## src/rtl/pmjc_ram.sv

```systemverilog
// Generic single-write, single-read RAM with registered read data.
module pmjc_ram #(
  parameter int WIDTH = 8,
  parameter int DEPTH = 16
) (
  input  logic                     clk_i,
  input  logic                     we_i,
  input  logic [$clog2(DEPTH)-1:0] waddr_i,
  input  logic [WIDTH-1:0]         wdata_i,
  input  logic [$clog2(DEPTH)-1:0] raddr_i,
  output logic [WIDTH-1:0]         rdata_o
);
  logic [WIDTH-1:0] mem_q [DEPTH];
  logic [WIDTH-1:0] rdata_q;

  always_ff @(posedge clk_i) begin
    if (we_i) begin
      mem_q[waddr_i] <= wdata_i;
    end
    rdata_q <= mem_q[raddr_i];
  end

  assign rdata_o = rdata_q;
endmodule

```

## config.mk

```make
export PLATFORM = sky130hd
export DESIGN_NAME = pmjc_ram
export DESIGN_NICKNAME = d
export VERILOG_FILES = /design/src/rtl/pmjc_ram.sv
export SDC_FILE = /design/constraint.sdc
export NUM_CORES = 1
export LEC_CHECK = 0
export ABC_AREA = 1
export BUFFER_PORTS_ARGS = -buffer_cell sky130_fd_sc_hd__buf_2
export CAP_MARGIN = 10
export CORE_MARGIN = 4
export CORE_UTILIZATION = 60
export DETAILED_ROUTE_END_ITERATION = 10
export MAX_ROUTING_LAYER = met4
export PLACE_DENSITY = 0.78
export SLEW_MARGIN = 0
export SYNTH_ARGS = -nofsm -noshare
export SYNTH_HDL_FRONTEND = slang
export SYNTH_SLANG_ARGS = --single-unit
```

## constraint.sdc

```tcl
create_clock -name clk_i -period 1.6 [get_ports clk_i]
set_clock_uncertainty 0.1 [all_clocks]
set_input_delay 0.32 -clock clk_i [delete_from_list [all_inputs] [get_ports clk_i]]
set_output_delay 0.32 -clock clk_i [all_outputs]
set_load 0.02 [all_outputs]
```

; ---- Word-level counts from Yosys, hierarchy flattened
; Memory sizes are Yosys's and may differ from the RTL's. A register that Yosys moved wholly into a read port is not among the register bits.
; Cells that the tools add are included.
[word_totals]
ramBits = 128
wordCells = 3
register_bits = 0
input_bits = 18
n_memories = 1
[classes]
n_mux = 2
[memory_table]
columns = memory, depth, width, read_ports, rd_ports_with_merged_regs, wr, line_no
row1 = mem_q, 16, 8, 1, 1, 1, 13  ; logic [WIDTH-1:0] mem_q [DEPTH];
[op_table]
columns = cell, n
row1 = $mux 1, 2

; ---- Logic depth before layout (Yosys ltp)
[logic_depth]
depth_word = 2
ltp_mapped = 8

; ---- Least setup slack after synthesis
; No wires, ideal clock.
[synth_timing]
kind = input-to-reg
startpoint = input port waddr_i[2]
endpoint = memory mem_q[10][0], enable pin
setup_time_ns = 0.370
n_path_buf = 0
stages = 2
setup_slack_ns = 0.229
t_arrival_ns = 0.901
cell_sequence = nand3b_1 > nor2_1
[synth_lines]
columns = item, line_no
row1 = "start, declared", 8  ; input logic [$clog2(DEPTH)-1:0] waddr_i,
row2 = "end, declared", 13
; Straight into the memory's write port.

; ---- Worst setup path in the final report
[layout_timing]
startpoint = register rdata_q[1], in the netlist rdata_o[1] (read register of mem_q)
endpoint = output port rdata_o[1]
[layout_lines]
columns = item, line_no
row1 = "start, declared", 14  ; logic [WIDTH-1:0] rdata_q;
row2 = "end, declared", 11  ; output logic [WIDTH-1:0] rdata_o
; No word-level cell between the ends.

==> reports/qor.log <==
INFO  outcome        status=complete, no violations
INFO  clock_tree     worst_skew_pair.late_latency=530ps
INFO  placement      place.port_buffers=25
INFO  clock_tree     cts_resized=0
INFO  critical_path  timing.critical_path.to_type=output pin
INFO  synth          synth_area_per_cell=10.5um^2
INFO  global_route   grt_max_degree=33
INFO  clock_tree     cts_buffers=17
INFO  power          switchingPower=1.89mW
INFO  detailed_routing remaining_drc_errors=0
INFO  synth          syn_nets=569
INFO  sta            rsz_0062_raised_after_global_routing=false
INFO  critical_path  crit_path_start_kind=flip-flop
INFO  synth          synth.ff_latch_count=136
INFO  critical_path  critical_path_peak_fanout=1
INFO  sta            fmaxAchievable=674MHz
INFO  finish         area_overhead_of_the_layout_relative_to_synthesis=16.8%
INFO  global_route   grt_remaining_overflow=0
INFO  detailed_routing final_antenna_net_count=0
INFO  power          cellPowerDensity=1250mW/mm^2
INFO  clock_tree     cell_at_the_root_of_the_clock_tree=sky130_fd_sc_hd__clkbuf_8
INFO  synth          ys_types=12
INFO  critical_path  crit_slowest_cell=sky130_fd_sc_hd__dfxtp_1
INFO  sta            timing.max_slew.rel_slack=0.746
INFO  job            maximum_capacitance_violations=0
INFO  placement      finalWeightedCongestion=0.917
INFO  critical_path  cp.arrival=1060ps
INFO  synth          synth_cells=551
INFO  power          intPower=6.53mW
INFO  sta            total_setup_violations_reported_at_the_end_of_the_flow=0
INFO  synth          synth_seq_area_share=0.694
INFO  sta            final-hold-violation-count=0
INFO  detailed_routing drtPass1Iterations=5
INFO  clock_tree     cts.sinks=136
INFO  finish         antenna_cells_inserted=0
INFO  critical_path  type_of_the_worst_setup_path=flip-flop to output pin
INFO  global_route   grt_use_total=0.247
INFO  critical_path  critical-path-top-delay-family=flip-flops
INFO  floorplanning  coreArea=0.00928mm^2
INFO  clock_tree     cts.reportedPaths.clkPinSlew=60ps
INFO  floorplanning  num_rows=35
INFO  finish         most_frequent_cells_in_the_layout=173 x sky130_fd_sc_hd__nand2_1, 128 x sky130_fd_sc_hd__edfxtp_1, 100 x sky130_fd_sc_hd__inv_1, 97 x sky130_fd_sc_hd__nand3_1, 25 x sky130_fd_sc_hd__buf_2
INFO  clock_tree     cts_max_path_buffers=2
INFO  floorplanning  num_io_pins=26
INFO  critical_path  cp.required=1180ps
INFO  finish         fillCellCount=626
INFO  floorplanning  die_h=106um
INFO  synth          post_synth_instance_area=0.00577mm^2
INFO  detailed_routing wl=12.4mm
INFO  power          share_comb_of_total_power=0.063
INFO  worst_hold_path worst_hold_path_type=input pin to flip-flop
INFO  sta            hold_slack=60.1ps
INFO  detailed_routing via_count=3915
INFO  detailed_routing drt-initial-drc-count=350
INFO  clock_tree     post_cts.repair.setup_buffers=0
INFO  placement      hpwlAfterDp=7.73mm
INFO  finish         final_common_cell=sky130_fd_sc_hd__nand2_1
INFO  sta            fin_crit_sh=0.928
INFO  detailed_routing drt-wirelength-per-cell=16.8um
INFO  floorplanning  floorplan.initialDensity=0.621
INFO  global_route   first_global_vias=3815
INFO  power          sw_frac_of_total=0.224
INFO  sta            worstMarginPinSlew=381ps
INFO  power          max-vdd-ir-drop=0.705mV
INFO  finish         design.final.nets=615
INFO  critical_path  cpPeakStageDelay=360ps
INFO  detailed_routing routed_via_density=5.30
INFO  finish         post_route_cells_drive_above_1_share=0.138
INFO  critical_path  timing.critical_path.cells=buf_2
INFO  sta            final_max_slew_viol_count=0
INFO  finish         final_core_utilization=0.726
INFO  clock_tree     clock_tree.htree_level_count=4
INFO  power          cellLeakagePower=2.96nW
INFO  global_route   first_pass_grt_wire_length=19.8mm
INFO  clock_tree     count_of_hold_fix_buffers_inserted_at_cts=0
INFO  sta            min_period=1480ps
INFO  power          share_seq_of_total_power=0.475
INFO  floorplanning  fp.dieArea=0.0112mm^2
INFO  placement      placement.setup.worst_slack=85.3ps
INFO  floorplanning  die_w=106um
INFO  synth          synth_warnings=0
INFO  sta            worst_slack=115ps
INFO  sta            timing.setup.tns=0ps
INFO  critical_path  critPathBufInv=1
INFO  power          p_clk_frac=0.462
INFO  global_route   number_of_antenna_violations_at_the_first_check_in_global_routing=0
INFO  clock_tree     tritoncts_clock_tree=built
[cell type report]
class,count,area (um^2),area share
Timing Repair Buffer,51,383,0.0568
Sequential cell,136,4000,0.594
Clock buffer,18,418,0.0620
Inverter,102,383,0.0568
Multi-Input combinational cell,289,1210,0.180
Tap cell,129,161,0.0240
Clock inverter,14,174,0.0258
[per-stage QoR]
stage	cells	power, mW	area (um^2)
final	739	8.42	6740
after global routing	739	8.67	6740
after CTS	739	8.45	6740
after detailed placement	707	4.61	6140
after global placement	707	4.59	6140
after floorplan	551	4.39	5770
[power by group through the flow]
stage / combinational (mW) / clock (mW) / sequential, mW
after detailed placement: 0.525 / 0 / 4.08
after global placement: 0.511 / 0 / 4.08
after CTS: 0.530 / 3.91 / 4.01
after floorplan: 0.281 / 0 / 4.11
final: 0.531 / 3.89 / 4.00
after global routing: 0.586 / 4.07 / 4.01
[final timing paths]
check | depth (start not counted) | end | startpoint | slack [ps]
setup / recovery | 1 | rdata_o[1] | rdata_o[1] | 120
hold / removal | 3 | rdata_o[0] | raddr_i[3] | 60
setup reg to reg | 6 | rdata_o[6] | mem_q[7][6] | 440
hold reg to reg | 6 | rdata_o[6] | mem_q[9][6] | 580
[per-layer routing]
metal	share of wire	GRT usage	up-vias
li1	-	-	1863
met1	0.39	0.295	1836
met2	0.49	0.393	181
met3	0.075	0.0565	35
met4	0.037	0.135	0
met5	0	-	-
[kinds of logic after synthesis]
| group | synth area share |
|---|---|
| DFF | 0.694 |
| buffers and inverters | 0.0952 |
| and+or+nand+nor | 0.210 |
[cell usage after synthesis, drive strengths merged]
cell type / n / share of area
dfxtp: 8 / 0.028
nand2: 173 / 0.11
inv: 102 / 0.066
buf: 24 / 0.029
nand3b: 2 / 0.0026
nand3: 97 / 0.084
nor2: 17 / 0.011
edfxtp: 128 / 0.67
[registers in the layout, indices dropped and copies added (netlist names)]
register,count
mem_q,128
rdata_o,8
Power figures use the tool's default switching activity.
