===== src/rtl/pmjc_pkg.sv =====
// Package with the constants, codes and types of the pairwise match distance block.
package pmjc_pkg;

  localparam int MAX_SEQS = 64;
  localparam int SEQ_W    = $clog2(MAX_SEQS);
  localparam int PAIR_W   = 2 * SEQ_W;
  localparam int PAIRS    = MAX_SEQS * MAX_SEQS;
  localparam int CNT_W    = 40;
  localparam int LEN_W    = 32;
  localparam int SUM_W    = LEN_W + 1;
  localparam int DIST_W   = 23;
  localparam int LIN_W    = 44;
  localparam int EXP_W    = 6;
  localparam int FRAC_W   = 24;
  localparam int LOG_W    = EXP_W + FRAC_W;
  localparam int MAN_W    = 31;
  localparam int PROD_W   = 2 * MAN_W;
  localparam int IDX_W    = 5;

  localparam logic [MAN_W-1:0]  LN_SCALE = MAN_W'(8721810);
  localparam logic [DIST_W-1:0] DIST_MIN = {1'b1, {(DIST_W-1){1'b0}}};
  localparam logic [DIST_W-1:0] DIST_MAX = {1'b0, {(DIST_W-1){1'b1}}};

  typedef enum logic [1:0] {
    OP_ADD   = 2'd0,
    OP_LEN   = 2'd1,
    OP_QUERY = 2'd2,
    OP_NONE  = 2'd3
  } op_e;

  typedef enum logic [1:0] {
    ST_VALID    = 2'd0,
    ST_NOSHARED = 2'd1,
    ST_LOWP     = 2'd2,
    ST_SAME     = 2'd3
  } status_e;

  typedef enum logic [3:0] {
    S_CLEAR, S_IDLE, S_ADD_RD, S_ADD_WR, S_LEN_WR, S_Q_RD, S_Q_RD2, S_Q_EVAL,
    S_LOG_X, S_LOG_Y, S_SCALE_MUL, S_SCALE_END, S_OUT
  } top_state_e;

  typedef enum logic [1:0] {
    L_IDLE, L_NORM, L_SQ, L_TAKE
  } log_state_e;

  typedef struct packed {
    logic             start;
    logic [LIN_W-1:0] value;
  } log_req_t;

  typedef struct packed {
    logic             done;
    logic [LOG_W-1:0] result;
  } log_rsp_t;

endpackage


===== src/rtl/pmjc_mul.sv =====
// Shared unsigned multiplier with a registered product.
module pmjc_mul (
  input  logic                        clk_i,
  input  logic [pmjc_pkg::MAN_W-1:0]  a_i,
  input  logic [pmjc_pkg::MAN_W-1:0]  b_i,
  output logic [pmjc_pkg::PROD_W-1:0] p_o
);
  import pmjc_pkg::*;

  logic [PROD_W-1:0] p_q;

  always_ff @(posedge clk_i) begin
    p_q <= PROD_W'(a_i) * PROD_W'(b_i);
  end

  assign p_o = p_q;
endmodule


===== config.mk =====
export PLATFORM = sky130hd
export DESIGN_NAME = pmjc_mul
export DESIGN_NICKNAME = d
export VERILOG_FILES = /design/src/rtl/pmjc_pkg.sv /design/src/rtl/pmjc_mul.sv
export SDC_FILE = /design/constraint.sdc
export NUM_CORES = 2
export LEC_CHECK = 0
export BUFFER_PORTS_ARGS = -buffer_cell sky130_fd_sc_hd__buf_2
export CORE_ASPECT_RATIO = 1.5
export CORE_MARGIN = 1.5
export CORE_UTILIZATION = 65
export CTS_BUF_LIST = sky130_fd_sc_hd__clkbuf_2
export DETAILED_ROUTE_END_ITERATION = 8
export GPL_TIMING_DRIVEN = 0
export PLACE_DENSITY = 0.92
export SYNTH_ARGS = -nofsm -noshare
export SYNTH_HDL_FRONTEND = slang
export SYNTH_SLANG_ARGS = --single-unit
export TNS_END_PERCENT = 100

===== constraint.sdc =====
create_clock -name clk_i -period 9.2 [get_ports clk_i]
set_input_delay 0.46 -clock clk_i [delete_from_list [all_inputs] [get_ports clk_i]]
set_output_delay 0.46 -clock clk_i [all_outputs]
set_load 0.03 [all_outputs]

Word-level counts from Yosys, hierarchy flattened
Cells that the tools add are included.
Cells by class
  bitwise operators: 0
  add/sub/neg operators: 0
  multiply operators: 1
  $lt $le $gt $ge: 0
  div/mod/pow operators: 0
  shifts and indexed selects: 0
  mux-type cells: 0
  eq/ne operators: 0
  reduce and logical (&&, ||, !) cells: 0
Operators by type and width (count)
  $mul 31x31->62: 1
Storage, ports and cells
  ROM bits: 0
  output and inout bits: 62
  memory bits (writable): 0
  bits in latches: 0
  bits in registers: 62
  word-level logic and storage cells: 2
  input bits: 63
  memories kept: 0

Logic depth before layout (Yosys ltp)
  depth after elaboration: 1
  mapped depth: 27

Worst setup path after synthesis
Ideal clock, no wire load.
  path kind: input port to flip-flop
  start: in b_i[9] (netlist name)
  end: reg p_q[60], in the netlist p_o[60]
  setup slack: 2.238 ns
  path buffers: 2
  data arrival time: 6.891 ns
  stages: 25
  setup time: 0.072 ns
  path through: clkbuf_1 and2_1 fa_1 fa_1 inv_1 fa_1 fa_1 inv_1 fa_1 fa_1 fa_1 inv_1 fa_1 inv_1 ha_1 clkbuf_1 nand4_1 or4_1 nor2_1 and4_1 inv_1 o2111ai_1 a31oi_1 o21ai_2 xor2_1
Between the ends
  cells in the longest elaborated chain, start to end: 1
RTL lines
  start, declared: line pmjc_mul.sv:5  | input logic [pmjc_pkg::MAN_W-1:0] b_i,
  $mul 31x31->62: line pmjc_mul.sv:13  | p_q <= PROD_W'(a_i) * PROD_W'(b_i);
  end signal, assigned: line pmjc_mul.sv:13
  end, declared: line pmjc_mul.sv:10  | logic [PROD_W-1:0] p_q;
Every way passes these cells.

Worst setup path in the final report
  start: in b_i[7] (netlist name)
  end: reg p_q[60], in the netlist p_o[60]
The elaborated chain is that of the path after synthesis.

==> results.cfg <==
[cts]
cts_buffer_depth = 2
ctsRootBufferMaster = clkbuf_2
htree_levels = 3
cts_tree = done
cts-hold-fix-buffers = 0
numCtsBuffers = 9
clkSinkCount = 62
post_cts_buffers = 0
post_cts_resized = 0
path_clk_slew_ns = 0.22

[synth]
ys_ff_latch = 62
netlist_area_um2 = 32600
syn-num-nets = 4675
synthCells = 3520
post-synth-top-area-fraction = 0.515
ys_top_cells_by_area = fa_1, and2_1, ha_1, inv_1, nand2_1
synth.distinct_cells = 57
postSynth.asyncResetShare = 0
synth_top_area_cell = fa_1
synth_common_cells = fa_1, inv_1, and2_1
yosysMostFrequentCell = fa_1
yosys_warnings = 0
avgSynthCellArea_um2 = 9.25
synth_ff_type = dfxtp_1
synth_edf_count = 0
seq_area_frac_synth = 0.0381

[die]
die_h_um = 277
ioPinCount = 125
die_w_um = 186
core_area_um2 = 49500
start_util = 0.657
rows = 100
dieArea_um2 = 51500

[worst_setup_path]
cpPeakStageDelay_ns = 0.82
startpoint_type = input port
critPathSlowestCell = clkbuf_1
cp.required_ns = 9.72
end_kind = flip-flop
cp_common_cell = fa_1
crit_type = in2reg
crit_arrival_ns = 9.02
crit_fanout = 10

[timing]
slew_headroom = 0.0487
slew_violations = 0
setup-tns-final_ns = 0
rsz0062_at_grt = no
period_share = 0.923
setup_viol = 0
max_freq_ghz = 0.118
worst_pin_slew_ns = 1.43
min_period_ns = 8.50
hold_viol = 0

[drt]
viasPerCell = 6.30
route.detailed.drc = 0
wl_per_cell_um = 28.2
totalWireLength_um = 123000
detail-route-antenna-nets = 0
dr.first_iter.drc_count = 3334
drt_first_pass_iters = 8
vias = 27455

[global_routing]
grt_pass1_wl_um = 183000
grt_pass1_vias = 29281
grt_max_degree = 11
antenna_found_initial = 24
grt_overflow = 0
grt_util_all_layers = 0.510

[final_layout]
drive_gt1_frac = 0.0464
largest_reg_flops = 62
area_delta_synth_final_pct = 5.18
nets = 4810

[worst_hold_path]
min_path_type = in2reg
min_delay_path_depth = 2

[place]
io_buffer_count = 124
dp.final_hpwl_um = 96700
gp_congestion = 1.12

[status]
status = completed

[flow_run]
max_cap_viol_count = 0
layout by cell type, fill, tap and decap left out, types with 8 or more instances in the layout:
master    count
o21ai_0      22
a21oi_1      61
nand2_1     482
nor2_1       31
xor2_1       23
fa_1        837
o21bai_1     13
nand3_1      12
nor3_1        8
ha_1        255
a21o_1       49
dfxtp_1      62
diode_2      34
and2_1      525
xnor2_1      37
nand4_1      24
inv_1       768
buf_2       136
clkbuf_2     11
o21a_1        9
clkbuf_1    201
path summary, 6_finish.rpt:
path / slack [ns] / endpoint / start
min: 0.21 / p_o[0] / b_i[0]
max: 0.70 / p_o[60] / b_i[7]
cell families (layout without fill, tap and decap cells):
| family | after synthesis | count (layout) | share of synthesized area |
|---|---|---|---|
| AND/OR/NAND/NOR | 1114 | 1114 | 0.175 |
| flip-flops | 62 | 62 | 0.0381 |
| XOR/XNOR | 60 | 60 | 0.0161 |
| other | 0 | 34 | 0 |
| AO/OA/AOI/OAI | 210 | 210 | 0.0439 |
| adder cells (fa/ha/maj) | 1092 | 1092 | 0.613 |
| buffers and inverters | 981 | 1121 | 0.114 |
| multiplexers | 1 | 1 | 0.000346 |
layer usage:
metal | up-vias | wire (um) | global-route usage
met2 | 2371 | 54600 | 0.745
met5 | - | 89 | 0.0156
met4 | 12 | 17400 | 0.510
met1 | 13443 | 33900 | 0.517
met3 | 1045 | 17100 | 0.243
li1 | 10584 | - | -
critical path, delay by kind of cell:
family	cells	cell delay, ns
XOR/XNOR	1	0.15
adder cells (fa/ha/maj)	9	4.67
buffers and inverters	7	1.60
AO/OA/AOI/OAI	3	0.62
AND/OR/NAND/NOR	5	1.49
stage by stage:
| step | area [um2] | worst slack [ns] | hold slack (ns) | util | instances |
|---|---|---|---|---|---|
| floorplan | 32600 | 2.24 | 0.587 | - | 3520 |
| global placement | 34000 | 0.563 | 0.734 | 0.686 | 4307 |
| detailed placement | 34000 | 0.474 | 0.758 | 0.686 | 4307 |
| CTS | 34200 | 1.07 | 0.208 | 0.689 | 4323 |
| global route | 34200 | 0.541 | 0.181 | 0.690 | 4335 |
| finish | 34200 | 0.705 | 0.210 | 0.691 | 4357 |
layout make-up:
class	count	area [um2]
multi-input combinational	2477	27600
fill	3920	15300
inverter	768	2880
sequential	62	1240
tap	663	830
buffer	213	815
timing repair buffer	124	621
clock inverter	5	97.6
antenna	34	85.1
clock buffer	11	55.1
Power is not shown: default switching activity piles up to over one toggle a cycle in this logic, so the estimate is an artifact.
