<file path="src/rtl/pmjc_pkg.sv">
// Package with the constants, codes and types of the pairwise match distance block.
package pmjc_pkg;

  localparam int MAX_SEQS = 64;
  localparam int SEQ_W    = $clog2(MAX_SEQS);
  localparam int PAIR_W   = 2 * SEQ_W;
  localparam int PAIRS    = MAX_SEQS * MAX_SEQS;
  localparam int CNT_W    = 40;
  localparam int LEN_W    = 32;
  localparam int SUM_W    = LEN_W + 1;
  localparam int DIST_W   = 23;
  localparam int LIN_W    = 44;
  localparam int EXP_W    = 6;
  localparam int FRAC_W   = 24;
  localparam int LOG_W    = EXP_W + FRAC_W;
  localparam int MAN_W    = 31;
  localparam int PROD_W   = 2 * MAN_W;
  localparam int IDX_W    = 5;

  localparam logic [MAN_W-1:0]  LN_SCALE = MAN_W'(8721810);
  localparam logic [DIST_W-1:0] DIST_MIN = {1'b1, {(DIST_W-1){1'b0}}};
  localparam logic [DIST_W-1:0] DIST_MAX = {1'b0, {(DIST_W-1){1'b1}}};

  typedef enum logic [1:0] {
    OP_ADD   = 2'd0,
    OP_LEN   = 2'd1,
    OP_QUERY = 2'd2,
    OP_NONE  = 2'd3
  } op_e;

  typedef enum logic [1:0] {
    ST_VALID    = 2'd0,
    ST_NOSHARED = 2'd1,
    ST_LOWP     = 2'd2,
    ST_SAME     = 2'd3
  } status_e;

  typedef enum logic [3:0] {
    S_CLEAR, S_IDLE, S_ADD_RD, S_ADD_WR, S_LEN_WR, S_Q_RD, S_Q_RD2, S_Q_EVAL,
    S_LOG_X, S_LOG_Y, S_SCALE_MUL, S_SCALE_END, S_OUT
  } top_state_e;

  typedef enum logic [1:0] {
    L_IDLE, L_NORM, L_SQ, L_TAKE
  } log_state_e;

  typedef struct packed {
    logic             start;
    logic [LIN_W-1:0] value;
  } log_req_t;

  typedef struct packed {
    logic             done;
    logic [LOG_W-1:0] result;
  } log_rsp_t;

endpackage

</file>
<file path="src/rtl/pmjc_log2.sv">
// Iterative base-two logarithm in Q.24: bit-serial normalisation, then repeated squaring.
module pmjc_log2 (
  input  logic                        clk_i,
  input  logic                        rst_ni,
  input  pmjc_pkg::log_req_t          req_i,
  output pmjc_pkg::log_rsp_t          rsp_o,
  output logic [pmjc_pkg::MAN_W-1:0]  mul_a_o,
  input  logic [pmjc_pkg::PROD_W-1:0] mul_p_i
);
  import pmjc_pkg::*;

  log_state_e        state_q, state_d;
  logic [LIN_W-1:0]  x_q, x_d;
  logic [EXP_W-1:0]  e_q, e_d;
  logic [MAN_W-1:0]  m_q, m_d;
  logic [FRAC_W-1:0] frac_q, frac_d;
  logic [IDX_W-1:0]  i_q, i_d;
  logic              done_q, done_d;
  logic [MAN_W:0]    sq;

  assign sq = mul_p_i[PROD_W-1:MAN_W-1];

  always_comb begin
    state_d = state_q;
    unique case (state_q)
      L_IDLE:  if (req_i.start) state_d = L_NORM;
      L_NORM:  if (x_q[LIN_W-1]) state_d = L_SQ;
      L_SQ:    state_d = L_TAKE;
      L_TAKE:  state_d = (i_q == '0) ? L_IDLE : L_SQ;
      default: state_d = L_IDLE;
    endcase
  end

  always_comb begin
    x_d    = x_q;
    e_d    = e_q;
    m_d    = m_q;
    frac_d = frac_q;
    i_d    = i_q;
    done_d = 1'b0;
    unique case (state_q)
      L_IDLE: begin
        if (req_i.start) begin
          x_d    = req_i.value;
          e_d    = EXP_W'(LIN_W - 1);
          frac_d = '0;
        end
      end
      L_NORM: begin
        if (x_q[LIN_W-1]) begin
          m_d = x_q[LIN_W-1 -: MAN_W];
          i_d = IDX_W'(FRAC_W - 1);
        end else begin
          x_d = {x_q[LIN_W-2:0], 1'b0};
          e_d = e_q - 1'b1;
        end
      end
      L_SQ: begin
      end
      L_TAKE: begin
        if (sq[MAN_W]) begin
          m_d        = sq[MAN_W:1];
          frac_d[i_q] = 1'b1;
        end else begin
          m_d = sq[MAN_W-1:0];
        end
        i_d = i_q - 1'b1;
        if (i_q == '0) done_d = 1'b1;
      end
      default: begin
      end
    endcase
  end

  always_ff @(posedge clk_i or negedge rst_ni) begin
    if (!rst_ni) begin
      state_q <= L_IDLE;
      done_q  <= 1'b0;
    end else begin
      state_q <= state_d;
      done_q  <= done_d;
    end
  end

  always_ff @(posedge clk_i) begin
    x_q    <= x_d;
    e_q    <= e_d;
    m_q    <= m_d;
    frac_q <= frac_d;
    i_q    <= i_d;
  end

  assign mul_a_o       = m_q;
  assign rsp_o.done    = done_q;
  assign rsp_o.result  = {e_q, frac_q};
endmodule

</file>
<file path="config.mk">
export PLATFORM = sky130hd
export DESIGN_NAME = pmjc_log2
export DESIGN_NICKNAME = d
export VERILOG_FILES = /design/src/rtl/pmjc_pkg.sv /design/src/rtl/pmjc_log2.sv
export SDC_FILE = /design/constraint.sdc
export NUM_CORES = 1
export LEC_CHECK = 0
export BUFFER_PORTS_ARGS = -buffer_cell sky130_fd_sc_hd__buf_2
export CAP_MARGIN = 40
export CORE_MARGIN = 3
export CORE_UTILIZATION = 51
export DETAILED_ROUTE_END_ITERATION = 8
export GPL_ROUTABILITY_DRIVEN = 0
export GPL_TIMING_DRIVEN = 0
export PLACE_DENSITY = 0.8
export SYNTH_ARGS = -nofsm -noshare
export SYNTH_HDL_FRONTEND = slang
export SYNTH_SLANG_ARGS = --single-unit
</file>
<file path="constraint.sdc">
create_clock -name clk_i -period 4.7 [get_ports clk_i]
set_input_delay 0.47 -clock clk_i [delete_from_list [all_inputs] [get_ports clk_i]]
set_output_delay 0.47 -clock clk_i [all_outputs]
set_load 0.01 [all_outputs]
</file>
== Yosys cells after proc, flatten, opt, wreduce, memory -nomap -nowiden ==
Cells that the tools add are included.
Widths: inputs -> output; s select.
Operators by class
  equality and inequality tests: 7
  bitwise gates (word level): 1
  $lt $le $gt $ge: 2
  mux-type cells: 22
  reductions and logical operators: 11
  $add $sub $neg: 2
Operators with widths (number)
  $mux 44: 2
  $pmux 44 s2: 1
  $mux 31: 2
  $pmux 31 s2: 1
  $mux 24: 2
  $pmux 24 s2: 1
  $or 24x24->24: 1
  $mux 6: 2
  $pmux 6 s2: 1
  $pmux 5 s2: 1
  $ne 2x2->1 const B: 4
  $pmux 2 s4: 1
  $lt 5x6->1 const B: 1
  $mux 2: 3
  $reduce_and 2->1: 3
  $reduce_and 3->1: 2
  $reduce_bool 2->1: 3
  $sub 6x1->6 const B: 1
  $demux 1 s5: 1
  $ge 5x1->1 const B: 1
  $logic_not 5->1: 1
  $mux 5: 1
  $sub 5x1->5 const B: 1
  $eq 2x2->1 const B: 2
  4 further kinds: 6
Word-level totals
  input bits: 109
  output and inout port bits: 62
  register bits after elaboration: 113
  logic and storage cells: 53

== Longest topological paths before layout ==
Gate-level depths: netlist of run 1.
  depth in word-level cells: 7
  depth in mapped cells: 7
  mapped depth without buffers: 5

== Worst setup path after synthesis of run 1 ==
Ideal clock, no wire load.
  path type: register -> register
  start: register x_q[43]
  end: register e_q[0] (enable)
  required time: 4228 ps
  data arrival time: 3213 ps
  setup slack: 1015 ps
  stages on the path, launching flop included: 5
  library setup time: 472 ps
  buffers on the path: 2
  clock period less this slack: 3685 ps
  path through: edfxtp_1 buf_2 clkbuf_1 nand2b_1 a21oi_1
Between the ends
  cells in the longest elaborated chain, start to end: 2
RTL lines
  from (decl): RTL line pmjc_log2.sv:13  | logic [LIN_W-1:0] x_q, x_d;
  from (signal assigned): RTL line pmjc_log2.sv:86  | x_q <= x_d;
  $ne 2x2->1 (no line)
  $reduce_and 3->1 (no line)
  to (signal assigned): RTL line pmjc_log2.sv:87  | e_q <= e_d;
  to (decl): RTL line pmjc_log2.sv:14  | logic [EXP_W-1:0] e_q, e_d;
No other way between the ends.
A chain may end at the register's enable or synchronous reset.

== Worst setup path after layout of run 1 ==
  start: register x_q[43]
  end: register x_q[13] (enable)
Between the ends
  cells in the longest elaborated chain, start to end: 2
RTL lines
  $ne 2x2->1 (no line)
  $reduce_and 3->1 (no line)
No other way between the ends.

==> out/qor.csv, run 1 <==
metric,value,unit
Yosys top cell by area,edfxtp_1,
vias in the first global route,3930,
FP Rows,36,
core area,10000,um2
slowest cell on the critical path,a21oi_4,
sequential fraction of the synthesis area,0.626,
top-count cell post-synth,edfxtp_1,
Port-buffer cells,139,
Crit path largest cell delay,660,ps
Worst setup EP type,flop,
n_diodes,0,
Die Wd,109,um
Net Switching,0.00115,W
CTS H-tree depth,4,
crit path cell chain,"buf_2, clkbuf_1, nand2b_1, a21oi_4, buf_12",
Hold WC Path Type,in -> reg,
Cell variety after synth,30,
Synth area leaders,"edfxtp_1 61%, nand2_1 5.7%, mux2i_1 5.6%, nand2b_1 5.1%, o21ai_0 5.1%",
placed cell count,747,
Worst Hold Path EP,state_q[0]$_DFFE_PN0P_,
period utilisation layout,0.472,
initial antenna violation count,0,
Setup Skew,6.77,ps
Final nets,748,
DRT Pass-1 Iters,7,
Post-synth ARST share,0.0265,
worst r2r src,x_q[43]$_DFFE_PP_,
reg2reg end,x_q[13]$_DFFE_PP_,
Post-CTS Setup Bufs,0,
post-route setup TNS,0,ps
CTS Buf Count,17,
Synth Flop Type,edfxtp_1,
ANT nets after route,0,
die area,11800,um2
first-pass GRT wire length,20100,um
CP Launch Type,flop,
worst vdd ir,252,uV
f_max,451,MHz
max cap viols,0,
Clock power frac,0.304,
WP buf/inv,3,
Total GRT Usage,0.226,
Syn Inst Count,473,
pwr dens,535,nW/um2
internal power,0.00250,W
Setup CP Type,reg -> reg,
Post-Synth Adder-Cell Area,0.0116,
"non-filler cells, final",779,
Avg WL per Cell,16.8,um
largest net degree at the start of global routing,38,
Post-synth EDFFs,110,
Comb power frac,0.271,
worst skew pair latency,510,ps
drc violations,0,
final instance area,6830,um2
top cell type's share of synthesized area,0.612,
Tightest Pin Transition,831,ps
flop2flop setup slack,2480,ps
initial detailed-routing violation count,314,
most common library cells after synthesis,"110 x edfxtp_1, 82 x nand2_1, 55 x o21ai_0",
worst hold slack,228,ps
"Max FO, Critical Path",27,
Sw Ratio,0.315,
Initial Util,0.537,
Die Ht,109,um
Post-Syn Area,5390,um2
worst path arrival time,2420,ps
Final Hold Vio Count,0,
sequential share of power,0.424,
minimum clock period,2220,ps
total gr overflow,0,
final setup violation count,0,
hold wc startpoint,req_i[44],
share of layout cells above drive strength 1,0.316,
Static Leak,2.87,nW
top cell family by delay on the critical path,buffers and inverters,
Final HPWL DP,9280,um
clock sink total,113,
post-synthesis mux area share,0.0557,
Synth Area in Compound Gates,0.0960,
DRT Wirelength,13100,um
Reg2Reg Depth,5,
WP data required,4900,ps
Max clock buf depth,2,
CTS root buffer,clkbuf_8,
Vias/cell,5.34,
area post-placement,6310,um2
Mapped Avg Cell Area,11.4,um2
Pwr Total,0.00366,W
post-synthesis net count,587,
WHS Path Cells,3,
register bit total from synthesis,113,
area grow syn2layout,26.7,%
# IOs,171,
routed via count,4163,
clock transition at the registers of the reported paths,50,ps
Worst slew margin,0.446,
Slew Limit Fails,0,
Yosys warning count,0,
largest family of logic cells by synthesized area,simple AND/OR/NAND/NOR gates,
simple-gate share of the synthesized area,0.159,
status,finished clean,
XOR/XNOR share of the synthesized area,0.00974,
CTS tree,done,
RSZ-0062 raised after global routing,false,
[tightest hold or removal path: cells and delay by family]
family	cells	cell delay (ps)
buffers and inverters	1	100
and+or+nand+nor	2	110
[through the flow]
| stage | worst slack [ps] | utilization |
|---|---|---|
| 6_report | 2480 | 0.680 |
| 5_1_grt | 2330 | 0.680 |
| 4_1_cts | 2440 | 0.680 |
| 3_5_place_dp | 2480 | 0.628 |
| 3_3_place_gp | -54.3 | 0.623 |
| 2_1_floorplan | 1020 | - |
[placed cells by master, fill, tap and decap left out, types with 6 or more instances in the layout]
cell type and count:
o21ai_1 20, buf_4 6, xnor2_1 6, a21oi_1 26
nor2_1 32, clkbuf_16 16, edfxtp_1 110, clkbuf_1 9
nand2_1 82, nand2b_1 44, o21ai_0 54, mux2i_1 30
buf_2 152
[cell type report]
cell class	count	area, um2
Buffer	35	211
Clock inverter	13	97.6
Inverter	4	15.0
Tap cell	133	166
Multi-Input combinational cell	321	1810
Clock buffer	18	418
Fill cell	742	3210
Sequential cell	113	3380
Timing Repair Buffer	142	741
[power groups by stage]
| stage | registers [W] | logic, W | clock network (W) |
|---|---|---|---|
| after floorplan | 0.00167 | 0.000482 | 0 |
| after global placement | 0.00157 | 0.000939 | 0 |
| after detailed placement | 0.00157 | 0.000988 | 0 |
| after CTS | 0.00155 | 0.000998 | 0.00113 |
| after global routing | 0.00157 | 0.00110 | 0.00118 |
| final | 0.00155 | 0.000992 | 0.00111 |
[repair_timing]
action                     4_1_cts  5_1_grt
hold buffers                     1        0
hold endpoints to repair         3        0
resized for setup                0        0
setup endpoints to repair        0        0
[metal layers]
layer / GRT usage / vias up / share of wire
met2: 0.350 / 206 / 0.48
met4: 0.0595 / 0 / 0.0080
li1: - / 1983 / -
met1: 0.320 / 1962 / 0.42
met5: 0 / - / 0
met3: 0.0562 / 12 / 0.092
[state kept, by name, summed over array words and instances (netlist names)]
name,cells
x_q,44
e_q,6
done_q,1
state_q,2
mul_a_o,31
i_q,5
frac_q,24
[kinds of logic (layout without fill, tap and decap cells)]
group | count (synthesis) | after routing
AO/OA/AOI/OAI | 103 | 103
XOR/XNOR | 6 | 6
adder cells (fa/ha/maj) | 5 | 5
buffers and inverters | 39 | 212
flip-flops | 113 | 113
multiplexers | 30 | 30
AND/OR/NAND/NOR | 177 | 177
[worst max path at each step]
stage | from | end | slack (ps) | cells past startpoint
after floorplan | x_q[43]$_DFFE_PP_ | e_q[0]$_SDFFCE_PN1P_ | 1020 | 4
after global placement | x_q[43]$_DFFE_PP_ | x_q[24]$_DFFE_PP_ | -50 | 4
after detailed placement | x_q[43]$_DFFE_PP_ | x_q[25]$_DFFE_PP_ | 2480 | 5
final | x_q[43]$_DFFE_PP_ | x_q[13]$_DFFE_PP_ | 2480 | 5
after global routing | x_q[43]$_DFFE_PP_ | x_q[39]$_DFFE_PP_ | 2330 | 5
after CTS | x_q[43]$_DFFE_PP_ | x_q[13]$_DFFE_PP_ | 2440 | 5
No activity file was read; power rests on OpenSTA's default activity.
==> run 2, diff against run 1 <==
--- a/config.mk
+++ b/config.mk
@@ -5,14 +5,15 @@
 export SDC_FILE = /design/constraint.sdc
 export NUM_CORES = 1
 export LEC_CHECK = 0
+export ABC_AREA = 1
 export BUFFER_PORTS_ARGS = -buffer_cell sky130_fd_sc_hd__buf_2
 export CAP_MARGIN = 40
 export CORE_MARGIN = 3
-export CORE_UTILIZATION = 51
+export CORE_UTILIZATION = 46
 export DETAILED_ROUTE_END_ITERATION = 8
 export GPL_ROUTABILITY_DRIVEN = 0
 export GPL_TIMING_DRIVEN = 0
-export PLACE_DENSITY = 0.8
+export PLACE_DENSITY = 0.76
 export SYNTH_ARGS = -nofsm -noshare
 export SYNTH_HDL_FRONTEND = slang
 export SYNTH_SLANG_ARGS = --single-unit
==> constraint.sdc (replaced) <==
create_clock -name clk_i -period 2 [get_ports clk_i]
set_input_delay 0.2 -clock clk_i [delete_from_list [all_inputs] [get_ports clk_i]]
set_output_delay 0.2 -clock clk_i [all_outputs]
set_load 0.01 [all_outputs]
==> run 2 against run 1 <==
Compared with the run above: non-clock buffer count fell by 3; synthesized cell count is 7.0% higher; setup slack got worse by 2300 ps; largest power group unchanged; area after synthesis decreased by 2.9%; final area is 0.33% higher; critical path depth shrank 1; critical endpoint is now frac_q[20]$_SDFFCE_PN0P_; highest routed layer is now met5; global-route usage is 0.60 points lower.
==> out/qor.csv, run 2 <==
metric,value,unit,change
Worst setup EP type,flop,,
post-route setup TNS,0,ps,unchanged
routed via count,4394,,+5.5%
Pwr Total,0.00932,W,+160%
f_max,564,MHz,+25%
WP buf/inv,2,,-1
worst skew pair latency,420,ps,-90 ps
top cell family by delay on the critical path,flip-flops,,
Syn Inst Count,506,,+7.0%
RSZ-0062 raised after global routing,false,,
CP Launch Point,state_q[1]$_DFFE_PN0P_,,
Reg2Reg Depth,4,,-1
final instance area,6860,um2,+0.33%
Cell variety after synth,26,,-13%
post-synthesis net count,620,,+5.6%
slowest cell on the critical path,dfrtp_1,,
Max clock buf depth,2,,unchanged
Setup CP Type,reg -> reg,,
period utilisation layout,0.887,,+0.416
Synth area leaders,"edfxtp_1 63%, nand2_1 6.2%, o21ai_0 4.9%, inv_1 4.9%, o22ai_1 3.1%",,
most frequent cells in the layout,"153 x buf_2, 110 x edfxtp_1, 85 x nand2_1",,
CTS Buf Count,17,,unchanged
flop2flop setup slack,230,ps,-2260 ps
Tightest Pin Transition,680,ps,-151 ps
final setup violation count,0,,unchanged
Post-synth EDFFs,110,,unchanged
max reg flops,44,,unchanged
initial antenna violation count,1,,+1
Port-buffer cells,140,,+0.72%
number of fill cells,920,,+24%
worst r2r src,state_q[1]$_DFFE_PN0P_,,
Hold WC Path Type,in -> reg,,
Crit path largest cell delay,440,ps,-220 ps
area post-placement,6190,um2,-1.8%
core area,11000,um2,+9.3%
Synth Area in Compound Gates,0.129,,+0.0328
top cell type's share of synthesized area,0.631,,+0.0184
XOR/XNOR share of the synthesized area,0,,-0.00974
Post-synth ARST share,0.0265,,unchanged
FP Rows,38,,+5.6%
CTS tree,done,,
Static Leak,3.02,nW,+5.3%
Final nets,785,,+4.9%
Die Ht,113,um,+3.5%
Worst slew margin,0.547,,+0.101
Top reg by flops,x_q,,
vias in the first global route,4386,,+12%
Yosys warning count,0,,unchanged
largest family of logic cells by synthesized area,simple AND/OR/NAND/NOR gates,,
post-synthesis mux area share,0,,-0.0557
CTS H-tree depth,4,,unchanged
Yosys top cell by area,edfxtp_1,,
WP data required,2120,ps,-2780 ps
first-pass GRT wire length,21700,um,+8.0%
worst vdd ir,574,uV,+130%
DRT Pass-1 Iters,5,,-2
reg2reg end,frac_q[20]$_SDFFCE_PN0P_,,
n_diodes,0,,unchanged
ANT nets after route,0,,unchanged
most common library cells after synthesis,"110 x edfxtp_1, 86 x nand2_1, 68 x inv_1",,
minimum clock period,1770,ps,-442 ps
largest net degree at the start of global routing,29,,-24%
CP Launch Type,flop,,
# IOs,171,,unchanged
share of layout cells above drive strength 1,0.301,,-0.0146
register bit total from synthesis,113,,unchanged
crit path cell chain,"inv_1, nand3_1, o21ai_2, buf_8",,
max cap viols,0,,unchanged
Post-Synth Adder-Cell Area,0.0119,,+0.000349
WHS Path Cells,3,,unchanged
drc violations,0,,unchanged
DRT Wirelength,13800,um,+5.3%
clock sink total,113,,unchanged
die area,12700,um2,+7.2%
Vias/cell,5.33,,-0.22%
Mapped Avg Cell Area,10.3,um2,-9.3%
hold wc startpoint,req_i[44],,
total gr overflow,0,,unchanged
CTS root buffer,clkbuf_16,,
status,finished clean,,
Worst Hold Path EP,state_q[0]$_DFFE_PN0P_,,
simple-gate share of the synthesized area,0.133,,-0.0258
Initial Util,0.477,,-0.0602
Avg WL per Cell,16.7,um,-0.45%
pwr dens,1360,nW/um2,+150%
Post-Syn Area,5240,um2,-2.9%
Slew Limit Fails,0,,unchanged
Final Hold Vio Count,0,,unchanged
"Max FO, Critical Path",13,,-52%
area grow syn2layout,30.9,%,
Die Wd,113,um,+3.5%
top-count cell post-synth,edfxtp_1,,
worst path arrival time,1890,ps,-530 ps
Total GRT Usage,0.220,,-0.00596
"most common cell after layout, fill and taps aside",buf_2,,
Setup Skew,9.66,ps,+2.89 ps
clock transition at the registers of the reported paths,50,ps,about the same
Final HPWL DP,9630,um,+3.8%
Synth Flop Type,edfxtp_1,,
initial detailed-routing violation count,293,,-6.7%
sequential fraction of the synthesis area,0.645,,+0.0189
[run 2: stage by stage]
step | cells | setup WS (ps) | hold slack [ps] | util
detailed placement | 789 | -167 | 2.06 | 0.564
floorplan | 506 | -82.6 | -95.6 | -
global placement | 786 | -670 | 1.89 | 0.557
CTS | 822 | 3.88 | 34.9 | 0.622
finish | 824 | 225 | 48.3 | 0.624
global route | 824 | 124 | 50.4 | 0.624
[run 2: logic make-up (layout without fill, tap and decap cells)]
group | count (synthesis) | after routing
AND/OR/NAND/NOR | 164 | 164
adder cells (fa/ha/maj) | 5 | 5
AO/OA/AOI/OAI | 122 | 122
flip-flops | 113 | 113
buffers and inverters | 102 | 280
[run 2: per-layer routing]
metal,GRT usage,up-vias,routed length (um)
li1,-,2085,-
met3,0.0578,29,984
met2,0.362,199,6770
met5,0,-,13
met4,0.0801,2,305
met1,0.281,2079,5720
[run 2: repair_timing]
action,in CTS,in global routing
pin swaps,0,1
endpoints found under the setup margin,28,28
gates resized for setup,1,1
endpoints found under the hold margin,3,0
buffers inserted,0,2
hold buffers,1,0
[run 2: worst max-delay path by stage]
stage,slack [ps],cells after the start,to
2_1_floorplan,-80,2,frac_q[0]$_SDFFCE_PN0P_
3_3_place_gp,-670,4,frac_q[11]$_SDFFCE_PN0P_
4_1_cts,4,5,x_q[24]$_DFFE_PP_
3_5_place_dp,-170,5,x_q[20]$_DFFE_PP_
5_1_grt,120,3,frac_q[20]$_SDFFCE_PN0P_
6_report,230,4,frac_q[20]$_SDFFCE_PN0P_
[run 2: report_power, final]
| part | internal [W] | switching (W) |
|---|---|---|
| logic | 0.000895 | 0.00161 |
| clock network | 0.00218 | 0.00104 |
| registers | 0.00339 | 0.000203 |
| total | 0.00647 | 0.00285 |
[run 2: cell type report]
type,instances,area [um2],area share
Sequential cell,113,3380,0.493
Multi-Input combinational cell,291,1460,0.214
Timing Repair Buffer,146,788,0.115
Clock buffer,19,433,0.0632
Inverter,74,278,0.0405
Clock inverter,13,191,0.0279
Tap cell,140,175,0.0256
Buffer,28,148,0.0215
[run 2: worst register-to-register path: cells and delay by family, from the launching register on]
kind                   cells  cell delay [ps]
AO/OA/AOI/OAI              1              380
buffers and inverters      2              400
flip-flops                 1              440
AND/OR/NAND/NOR            1              270
==> run 3, diff against run 2 <==
--- a/config.mk
+++ b/config.mk
@@ -10,10 +10,12 @@
 export CAP_MARGIN = 40
 export CORE_MARGIN = 3
 export CORE_UTILIZATION = 46
+export CTS_BUF_LIST = sky130_fd_sc_hd__clkbuf_8 sky130_fd_sc_hd__clkbuf_16
 export DETAILED_ROUTE_END_ITERATION = 8
 export GPL_ROUTABILITY_DRIVEN = 0
 export GPL_TIMING_DRIVEN = 0
 export PLACE_DENSITY = 0.76
+export SKIP_LAST_GASP = 1
 export SYNTH_ARGS = -nofsm -noshare
 export SYNTH_HDL_FRONTEND = slang
 export SYNTH_SLANG_ARGS = --single-unit
==> run 3 against run 2 <==
Compared with the run above: maximum frequency fell by 0.16%; setup slack got worse by 2.9 ps; global-route usage did not move; via count barely moved; core utilization did not move; power barely moved; worst hold slack improved by 0.66 ps; sequential share of layout area did not move; register-to-register slack barely moved; sequential cell count did not move; critical path depth did not move; routed wire length barely moved; largest cell class unchanged.
==> out/qor.csv, run 3 (synthesis gave the netlist of run 2 again) <==
metric,value,unit,change
ANT nets after route,0,,unchanged
n_diodes,0,,unchanged
Top reg by flops,x_q,,
CTS Buf Count,17,,unchanged
DP Worst Slack,-167,ps,unchanged
total gr overflow,0,,unchanged
period utilisation layout,0.889,,+0.00146
status,finished clean,,
Slew Limit Fails,0,,unchanged
internal power,0.00646,W,-0.15%
WP data required,2120,ps,about the same
Worst slew margin,0.549,,+0.00252
CTS root buffer,clkbuf_16,,
worst vdd ir,574,uV,about the same
DRT Wirelength,13800,um,about the same
DRT Pass-1 Iters,7,,+2
Die Ht,113,um,unchanged
initial antenna violation count,1,,unchanged
core area,11000,um2,unchanged
worst path arrival time,1890,ps,about the same
largest net degree at the start of global routing,29,,unchanged
Crit path largest cell delay,440,ps,about the same
CP Launch Type,flop,,
RSZ-0062 raised after global routing,false,,
Port-buffer cells,140,,unchanged
"Max FO, Critical Path",13,,unchanged
first-pass GRT wire length,21700,um,unchanged
top cell family by delay on the critical path,flip-flops,,
Final nets,785,,unchanged
Vias/cell,5.33,,about the same
vias in the first global route,4386,,unchanged
post-route setup slack,223,ps,-2.91 ps
sequential share of power,0.386,,about the same
Max clock buf depth,2,,unchanged
post-route setup TNS,0,ps,unchanged
most frequent cells in the layout,"153 x buf_2, 110 x edfxtp_1, 85 x nand2_1",,
slowest cell on the critical path,dfrtp_1,,
die area,12700,um2,unchanged
Initial Util,0.477,,unchanged
Sw Ratio,0.306,,+0.000516
Avg WL per Cell,16.8,um,about the same
WP buf/inv,2,,unchanged
CTS tree,done,,
"most common cell after layout, fill and taps aside",buf_2,,
Worst setup EP type,flop,,
final setup violation count,0,,unchanged
routed via count,4395,,+0.023%
f_max,563,MHz,-0.16%
Die Wd,113,um,unchanged
Clock power frac,0.345,,about the same
FP Rows,38,,unchanged
Setup CP Type,reg -> reg,,
worst skew pair latency,420,ps,about the same
max cap viols,0,,unchanged
clock transition at the registers of the reported paths,50,ps,about the same
Total GRT Usage,0.220,,unchanged
Final Hold Vio Count,0,,unchanged
Net Switching,0.00285,W,about the same
pwr dens,1360,nW/um2,about the same
clock sink total,113,,unchanged
Setup Skew,9.23,ps,-0.428 ps
crit path cell chain,"inv_1, nand3_1, o21ai_2, buf_8",,
Comb power frac,0.269,,about the same
final instance area,6860,um2,unchanged
"Core Util, Final",0.624,,unchanged
Hold WC Path Type,in -> reg,,
Static Leak,3.03,nW,+0.27%
drc violations,0,,unchanged
worst hold slack,49.0,ps,+0.656 ps
Tightest Pin Transition,676,ps,-3.78 ps
initial detailed-routing violation count,292,,-0.34%
Final HPWL DP,9630,um,unchanged
number of fill cells,920,,unchanged
# IOs,171,,unchanged
CTS H-tree depth,4,,unchanged
max reg flops,44,,unchanged
area post-placement,6190,um2,unchanged
minimum clock period,1780,ps,+2.91 ps
area grow syn2layout,30.9,%,unchanged
share of layout cells above drive strength 1,0.301,,unchanged
-- run 3: cell count changes in the layout (fill, tap and decap cells not counted), sizes merged --
cell	change
inv	+2
clkbuf	-2
-- run 3: metrics by stage --
step,std cells,total power [W]
final,824,0.00932
after global routing,824,0.00976
after CTS,822,0.00934
after detailed placement,789,0.00613
after global placement,786,0.00595
after floorplan,506,0.00508
-- run 3: cell type report --
cell class,instances,area (um2),area share
multi-input combinational,291,1460,0.214
inverter,74,278,0.0405
buffer,28,148,0.0215
clock buffer,17,425,0.0621
timing repair buffer,146,788,0.115
clock inverter,15,199,0.0290
sequential,113,3380,0.493
tap,140,175,0.0256
-- run 3: timing repair --
action	CTS	global route
gates resized for setup	1	1
pin swaps	0	1
endpoints found under the setup margin	28	28
buffers inserted	0	2
hold buffers	1	0
endpoints found under the hold margin	3	0
-- run 3: power by group through the flow --
stage	clock network [W]	logic [W]	registers [W]
5_1_grt	0.00335	0.00276	0.00366
6_report	0.00321	0.00250	0.00360
3_3_place_gp	0	0.00231	0.00364
2_1_floorplan	0	0.00121	0.00387
4_1_cts	0.00323	0.00251	0.00360
3_5_place_dp	0	0.00249	0.00364
-- run 3: per-layer routing --
metal	wire length [um]	track usage	vias up
li1	-	-	2087
met1	5730	0.281	2081
met2	6810	0.362	198
met3	986	0.0578	27
met4	271	0.0801	2
met5	13	0	-
-- run 3: worst paths after layout --
path,start,slack (ps),end,cells past startpoint
min in group asynchronous,rst_ni,120,state_q[0]$_DFFE_PN0P_,2
worst max register to register,state_q[1]$_DFFE_PN0P_,220,frac_q[20]$_SDFFCE_PN0P_,4
max in group asynchronous,rst_ni,1780,done_q$_DFF_PN0_,2
worst min-delay path,req_i[44],50,state_q[0]$_DFFE_PN0P_,3
worst max-delay path,state_q[1]$_DFFE_PN0P_,220,frac_q[20]$_SDFFCE_PN0P_,4
worst min register to register,x_q[1]$_DFFE_PP_,510,x_q[2]$_DFFE_PP_,2
-- run 3: worst min-delay path, cell delays in order --
cell     delay (ps)
buf_2            90
o21ai_0          70
nand2_1          60
